==> src/design/hdsc_pkg.sv <==
// Shared types and constants for the hall-period deadband speed controller.
// Used by hdsc_div and hall_rpm_deadband_step_speed_control_core; no dependencies.
package hdsc_pkg;

  localparam int MAGNETS = 2;

  localparam int DIV_W  = 32;
  localparam int DIV_CW = $clog2(DIV_W);

  localparam logic [DIV_W-1:0] RPM_NUM = DIV_W'(60000000 * MAGNETS);
  localparam logic [DIV_W-1:0] DEG_DIV = DIV_W'(MAGNETS * 360);
  localparam logic [DIV_W-1:0] PCT_DIV = DIV_W'(100);
  localparam logic [26:0]      RPM_MAX = '1;
  localparam logic [6:0]       DUTY_MAX = 7'd100;

  localparam logic [15:0] TARGET_RST  = 16'd0;
  localparam logic [7:0]  TOL_RST     = 8'd13;
  localparam logic [15:0] MAX_PWM_RST = 16'd255;

  typedef enum logic [1:0] {
    CFG_TARGET,
    CFG_TOL,
    CFG_MAX_PWM
  } cfg_idx_t;

  typedef enum logic [1:0] {
    KIND_HALL,
    KIND_ADJUST,
    KIND_DEGREE,
    KIND_SPARE
  } kind_t;

  typedef enum logic [3:0] {
    ST_IDLE,
    ST_RPM_START,
    ST_RPM_WAIT,
    ST_CMP,
    ST_PWM_START,
    ST_PWM_WAIT,
    ST_DEG_START,
    ST_DEG_WAIT,
    ST_FINISH
  } state_t;

  typedef struct packed {
    logic             start;
    logic [DIV_W-1:0] dividend;
    logic [DIV_W-1:0] divisor;
  } div_req_t;

  typedef struct packed {
    logic             done;
    logic [DIV_W-1:0] quotient;
  } div_rsp_t;

endpackage

==> src/design/hdsc_div.sv <==
// Bit-serial restoring divider, one quotient bit per cycle.
// Depends on hdsc_pkg (div_req_t, div_rsp_t, DIV_W).
module hdsc_div import hdsc_pkg::*; (
  input  logic     clk,
  input  logic     rst,
  input  div_req_t req,
  output div_rsp_t rsp
);

  logic              busy;
  logic              done;
  logic [DIV_CW-1:0] cnt;
  logic [DIV_W-1:0]  dvd;
  logic [DIV_W-1:0]  dsr;
  logic [DIV_W-1:0]  rem;
  logic [DIV_W:0]    trial;
  logic [DIV_W:0]    diff;
  logic              fits;
  logic [DIV_W-1:0]  rem_next;

  assign trial    = {rem, dvd[DIV_W-1]};
  assign diff     = trial - {1'b0, dsr};
  assign fits     = trial >= {1'b0, dsr};
  assign rem_next = fits ? diff[DIV_W-1:0] : trial[DIV_W-1:0];

  always_ff @(posedge clk) begin
    if (rst) begin
      busy <= 1'b0;
      done <= 1'b0;
      cnt  <= '0;
    end else begin
      done <= 1'b0;
      if (req.start) begin
        busy <= 1'b1;
        cnt  <= '0;
      end else if (busy) begin
        cnt <= cnt + DIV_CW'(1);
        if (cnt == DIV_CW'(DIV_W - 1)) begin
          busy <= 1'b0;
          done <= 1'b1;
        end
      end
    end
  end

  // quotient bits shift in behind the dividend
  always_ff @(posedge clk) begin
    if (req.start) begin
      dvd <= req.dividend;
      dsr <= req.divisor;
      rem <= '0;
    end else if (busy) begin
      rem <= rem_next;
      dvd <= {dvd[DIV_W-2:0], fits};
    end
  end

  assign rsp.done     = done;
  assign rsp.quotient = dvd;

  a_start_idle: assert property (@(posedge clk) disable iff (rst) req.start |-> !busy)
    else $error("divider started while busy");
  a_done_idle: assert property (@(posedge clk) disable iff (rst) done |-> !busy)
    else $error("divider done while still busy");
  a_done_follows: assert property (@(posedge clk) disable iff (rst)
    (busy && cnt == DIV_CW'(DIV_W - 1) && !req.start) |=> done)
    else $error("divider missed its done pulse");

endmodule

==> src/design/hall_rpm_deadband_step_speed_control_core.sv <==
// Hall-period speed controller: rpm, deadband duty step, PWM level, degree timing.
// Depends on hdsc_pkg and hdsc_div.
// Each word runs the 32-step bit-serial divider for rpm (when a period is known), for the
// PWM level and, for a degree query with a known period, for the per-degree time.
// Flow: one word at a time; the next word is taken while a finished result waits at
// the output register.
// Reset (rst, synchronous): registers to defaults, no period known, duty 0.
module hall_rpm_deadband_step_speed_control_core import hdsc_pkg::*; (
  input  logic        clk,
  input  logic        rst,
  input  logic        cfg_we,
  input  logic [1:0]  cfg_index,
  input  logic [15:0] cfg_data,
  input  logic        s_tvalid,
  output logic        s_tready,
  input  logic [31:0] s_tdata,   // [31:0] time_us
  input  logic [1:0]  s_tuser,   // [1:0] kind
  output logic        m_tvalid,
  input  logic        m_tready,
  output logic [87:0] m_tdata    // [26:0] rpm, [33:27] duty_percent, [49:34] pwm_level,
                                 // [50] in_band, [82:51] remaining_us, [87:83] zero
);

  logic [15:0] target;
  logic [7:0]  tol;
  logic [15:0] max_pwm;

  logic [31:0] last_pulse_time;
  logic [31:0] pulse_period;
  logic        seen_first_pulse;
  logic [6:0]  duty;

  state_t      state;
  state_t      state_next;
  kind_t       kind;
  logic [31:0] t_r;
  logic [26:0] rpm_r;
  logic [15:0] pwm_r;
  logic        in_band_r;
  logic [31:0] remaining_r;

  div_req_t    div_req;
  div_rsp_t    div_rsp;

  logic        accept;
  logic        load_out;
  logic [34:0] scaled;
  logic [24:0] lo;
  logic [24:0] hi;
  logic        below;
  logic        above;
  logic [22:0] pwm_prod;
  logic [31:0] since;
  logic [26:0] rpm_sat;

  hdsc_div u_div (
    .clk (clk),
    .rst (rst),
    .req (div_req),
    .rsp (div_rsp)
  );

  assign accept   = s_tvalid && s_tready;
  assign load_out = (state == ST_FINISH) && (!m_tvalid || m_tready);
  assign scaled   = {rpm_r, 8'd0};
  assign lo       = target * (9'd256 - {1'b0, tol});
  assign hi       = target * (9'd256 + {1'b0, tol});
  assign below    = scaled < {10'd0, lo};
  assign above    = scaled > {10'd0, hi};
  assign pwm_prod = duty * max_pwm;
  assign since    = t_r - last_pulse_time;
  assign rpm_sat  = (div_rsp.quotient > {5'd0, RPM_MAX}) ? RPM_MAX : div_rsp.quotient[26:0];

  always_ff @(posedge clk) begin
    if (rst) begin
      target  <= TARGET_RST;
      tol     <= TOL_RST;
      max_pwm <= MAX_PWM_RST;
    end else if (cfg_we) begin
      unique case (cfg_index)
        CFG_TARGET:  target  <= cfg_data;
        CFG_TOL:     tol     <= cfg_data[7:0];
        CFG_MAX_PWM: max_pwm <= cfg_data;
        default: ;
      endcase
    end
  end

  always_ff @(posedge clk) begin
    if (rst) begin
      state <= ST_IDLE;
    end else begin
      state <= state_next;
    end
  end

  always_comb begin
    state_next = state;
    unique case (state)
      ST_IDLE:      if (s_tvalid) state_next = ST_RPM_START;
      ST_RPM_START: state_next = (pulse_period == 32'd0) ? ST_CMP : ST_RPM_WAIT;
      ST_RPM_WAIT:  if (div_rsp.done) state_next = ST_CMP;
      ST_CMP:       state_next = ST_PWM_START;
      ST_PWM_START: state_next = ST_PWM_WAIT;
      ST_PWM_WAIT: begin
        if (div_rsp.done) begin
          state_next = (kind == KIND_DEGREE && pulse_period != 32'd0) ? ST_DEG_START
                                                                       : ST_FINISH;
        end
      end
      ST_DEG_START: state_next = ST_DEG_WAIT;
      ST_DEG_WAIT:  if (div_rsp.done) state_next = ST_FINISH;
      ST_FINISH:    if (!m_tvalid || m_tready) state_next = ST_IDLE;
      default:      state_next = ST_IDLE;
    endcase
  end

  always_comb begin
    s_tready         = (state == ST_IDLE);
    div_req.start    = 1'b0;
    div_req.dividend = RPM_NUM;
    div_req.divisor  = pulse_period;
    unique case (state)
      ST_RPM_START: div_req.start = (pulse_period != 32'd0);
      ST_PWM_START: begin
        div_req.start    = 1'b1;
        div_req.dividend = {9'd0, pwm_prod};
        div_req.divisor  = PCT_DIV;
      end
      ST_DEG_START: begin
        div_req.start    = 1'b1;
        div_req.dividend = pulse_period;
        div_req.divisor  = DEG_DIV;
      end
      default: ;
    endcase
  end

  always_ff @(posedge clk) begin
    if (rst) begin
      last_pulse_time  <= 32'd0;
      pulse_period     <= 32'd0;
      seen_first_pulse <= 1'b0;
      duty             <= 7'd0;
      m_tvalid         <= 1'b0;
    end else begin
      if (accept && kind_t'(s_tuser) == KIND_HALL) begin
        if (seen_first_pulse) pulse_period <= s_tdata - last_pulse_time;
        last_pulse_time  <= s_tdata;
        seen_first_pulse <= 1'b1;
      end
      if (state == ST_CMP && kind == KIND_ADJUST) begin
        if (below) begin
          if (duty < DUTY_MAX) duty <= duty + 7'd1;
        end else if (above) begin
          if (duty != 7'd0) duty <= duty - 7'd1;
        end
      end
      if (load_out) begin
        m_tvalid <= 1'b1;
      end else if (m_tready) begin
        m_tvalid <= 1'b0;
      end
    end
  end

  always_ff @(posedge clk) begin
    if (accept) begin
      kind <= kind_t'(s_tuser);
      t_r  <= s_tdata;
    end
    if (state == ST_RPM_START && pulse_period == 32'd0) rpm_r <= 27'd0;
    if (state == ST_RPM_WAIT && div_rsp.done) rpm_r <= rpm_sat;
    if (state == ST_CMP) in_band_r <= !below && !above;
    if (state == ST_PWM_WAIT && div_rsp.done) begin
      pwm_r       <= div_rsp.quotient[15:0];
      remaining_r <= 32'd0;
    end
    if (state == ST_DEG_WAIT && div_rsp.done) begin
      remaining_r <= (div_rsp.quotient > since) ? (div_rsp.quotient - since) : 32'd0;
    end
    if (load_out) begin
      m_tdata <= {5'd0, remaining_r, in_band_r, pwm_r, duty, rpm_r};
    end
  end

  a_duty_range: assert property (@(posedge clk) disable iff (rst) duty <= DUTY_MAX)
    else $error("duty above full scale");
  a_duty_step: assert property (@(posedge clk) disable iff (rst)
    (!$past(rst) && duty != $past(duty)) |->
      (duty == $past(duty) + 7'd1 || duty == $past(duty) - 7'd1))
    else $error("duty moved by more than one step");
  a_duty_when: assert property (@(posedge clk) disable iff (rst)
    (state != ST_CMP) |=> $stable(duty))
    else $error("duty changed outside the compare step");
  a_period_when: assert property (@(posedge clk) disable iff (rst)
    !accept |=> $stable(pulse_period) && $stable(last_pulse_time))
    else $error("pulse timing changed without an input word");

endmodule

==> config.mk <==
export PLATFORM = sky130hd
export DESIGN_NAME = hall_rpm_deadband_step_speed_control_core
export DESIGN_NICKNAME = d
export VERILOG_FILES = /design/src/design/hdsc_pkg.sv /design/src/design/hdsc_div.sv /design/src/design/hall_rpm_deadband_step_speed_control_core.sv
export SDC_FILE = /design/constraint.sdc
export NUM_CORES = 2
export LEC_CHECK = 0
export BUFFER_PORTS_ARGS = -buffer_cell sky130_fd_sc_hd__buf_2
export CAP_MARGIN = 0
export CORE_MARGIN = 1
export CORE_UTILIZATION = 37
export DETAILED_ROUTE_END_ITERATION = 12
export PLACE_DENSITY = 0.57
export SLEW_MARGIN = 30
export SYNTH_ARGS = -nofsm -noshare
export SYNTH_HDL_FRONTEND = slang
export SYNTH_SLANG_ARGS = --single-unit
export TNS_END_PERCENT = 5
==> constraint.sdc <==
create_clock -name clk -period 20.9 [get_ports clk]
set_input_delay 3.135 -clock clk [delete_from_list [all_inputs] [get_ports clk]]
set_output_delay 3.135 -clock clk [all_outputs]
set_load 0.02 [all_outputs]
==> flow_summary.toml <==
[status]
status = "complete, no violations"

[power]
ir_drop_mv = 0.0659
power_density_nw_per_um2 = 76.4
p_leak_nw = 17.5

[yosys]
synth_area_per_cell_um2 = 9.34
yosys-top-cells-area = "edfxtp_1 22%, fa_1 15%, ha_1 12%"
synth_area_leader_cell = "edfxtp_1"
synth-seq-cells = 413
ys_types = 94
async_flop_share_pct = 0
synth-seq-area-share_pct = 30.7
syn_area_um2 = 35300
synth_edf_count = 257
syn_inst = 3777
synth_top_area_share_pct = 21.9
synth-main-ff-cell = "edfxtp_1"
ys_warn_count = 0

[critical_path]
path_class = "reg2reg"
cpMostUsedCell = "inv_1"
crit_path_max_incr_delay_ps = 850
critPathSlowestCell = "dfxtp_1"
path_max_fanout = 21
r2r_slack_ps = 11020
arrival_ps = 10380
end_kind = "flop"
crit_start = "tol[1]"
timing.rr.start = "tol[1]"
critPathLaunchType = "flop"
critPathRequiredTime_ps = 21410

[clock_tree]
cts_setup_buffers = 0
tritoncts = "yes"
clock_latency_ps = 630
htree_num_levels = 2
cts_resized = 0
cts-root-buf = "clkbuf_16"
ctsHoldBuffers = 0
clk_pin_slew_ps = 60
cts_buffer_depth = 3
cts_buffers = 49
clock_sinks = 413

[timing]
rsz0062_at_grt = "no"
tns_ps = 0
fin_ws_ps = 11020
setup_violations = 0
period_minus_slack_ps = 9880
skew_ps = 44.5
fmax_ghz = 0.101
worst_pin_slew_ps = 999
holdWs_ps = 388
hold_violations = 0
maxSlewHeadroom_pct = 33.2
post-route-period-util_pct = 47.3
drv_slew = 0

[detailed_routing]
num_vias = 27000
viasPerCell = 5.24
routed_wl_mm = 99.0
drt_pass1_iterations = 5
drc = 0
drt_iter0_drc = 2117
post_drt_wl_per_cell_um = 19.2
drtAntennaViolNets = 0

[die]
die_area_um2 = 96600
pin_count = 147
dieHeight_um = 311
core_um2 = 93900
rows = 112
start_util_pct = 37.6
die_x_um = 311

[global_route]
track_usage_pct = 20.2
grt_pass1_vias = 26000
grt_first_pass_wirelength_mm = 152
grt_antenna_before_repair = 9
grt_max_degree = 82
grt_overflow = 0

[final_layout]
final_cell_mix = "503 x nand2_1, 433 x inv_1, 347 x ha_1"
design_area_um2 = 39100
area_growth_pct = 10.8
fillers = 9432
diodes = 0
layout_commonest_cell = "nand2_1"
drive_gt1_share_pct = 8.10
final_nets = 4530

[placed_design]
place_area_um2 = 37300
io_buffers = 141
hpwl_mm = 77.6
pre_cts_ws_ps = 11100
place_congestion = 0.900

[hold_path]
min-delay-start = "remaining_r[20]"
min_path_type = "reg2reg"

[flow_run]
drv_cap = 0
## registers in the layout, summed over array words and instances, names as in the netlist
signal / flops
u_div.cnt: 5
tol: 8
u_div.rem: 32
u_div.dsr: 32
m_tvalid: 1
u_div.dvd: 32
kind: 2
state: 4
duty: 7
in_band_r: 1
last_pulse_time: 32
t_r: 32
u_div.busy: 1
target: 16
pulse_period: 32
m_tdata: 83
pwm_r: 16
rpm_r: 27
remaining_r: 32
u_div.done: 1
seen_first_pulse: 1
max_pwm: 16
## cell usage after synthesis, drive strengths merged (53+ instances only)
cell,n
a21oi,262
xor2,74
ha,347
nand3,60
edfxtp,257
a21o,91
nor2,163
nor3,54
nand2,504
dfxtp,156
clkbuf,122
o21ai,142
and2,207
inv,434
o21a,53
xnor2,85
fa,266
## worst max-delay path, delay by kind of cell (launching register included)
kind / cells / cell delay [ps]
buf+inv: 6 / 520
flops: 1 / 850
xor+xnor: 2 / 690
compound gates: 11 / 2560
simple gates: 9 / 1370
mux: 1 / 280
fa+ha+maj: 9 / 3450
## final timing paths
check | cells after the start | to
max | 38 | duty[6]
min | 0 | m_tdata[71]
max reg2reg | 38 | duty[6]
min reg2reg | 0 | m_tdata[71]
## layout make-up
| type | instances | area, µm² | share of cell area [%] |
|---|---|---|---|
| multi-input combinational | 2779 | 22300 | 56.9 |
| clock buffer | 61 | 1340 | 3.43 |
| timing repair buffer | 181 | 1010 | 2.59 |
| clock inverter | 31 | 440 | 1.13 |
| inverter | 436 | 1640 | 4.19 |
| sequential | 413 | 10800 | 27.7 |
| tap | 1254 | 1570 | 4.01 |
## routing by layer
| metal | vias up | GRT usage (%) | share of wire, % |
|---|---|---|---|
| met4 | 4 | 6.08 | 3.0 |
| met3 | 143 | 3.75 | 6.3 |
| li1 | 13000 | - | - |
| met2 | 697 | 30.6 | 43 |
| met5 | - | 0 | 0.025 |
| met1 | 13100 | 29.1 | 48 |
## kinds of logic (layout without fill, tap and decap cells)
logic type,count (synthesis),after routing,share of synthesized area [%]
other cells,1,5,0.0106
compound gates,756,756,13.7
fa+ha+maj,613,613,27.4
buf+inv,589,709,6.39
xor+xnor,159,159,3.95
flops,413,413,30.7
simple gates,1207,1207,16.7
mux,39,39,1.13
## report_power, final
| part | total, mW | internal [mW] | switching [mW] |
|---|---|---|---|
| clock | 0.946 | 0.572 | 0.374 |
| combinational | 1.03 | 0.406 | 0.626 |
| sequential | 1.01 | 0.936 | 0.0714 |
| total | 2.99 | 1.91 | 1.07 |
## metrics by stage
stage,utilization (%),cells,power [mW]
after global placement,39.7,5063,2.04
after global routing,41.6,5155,3.15
after CTS,41.6,5155,3.00
after floorplan,-,3781,1.77
final,41.6,5155,2.99
after detailed placement,39.7,5063,2.04
(Power assumes the default switching activity.)
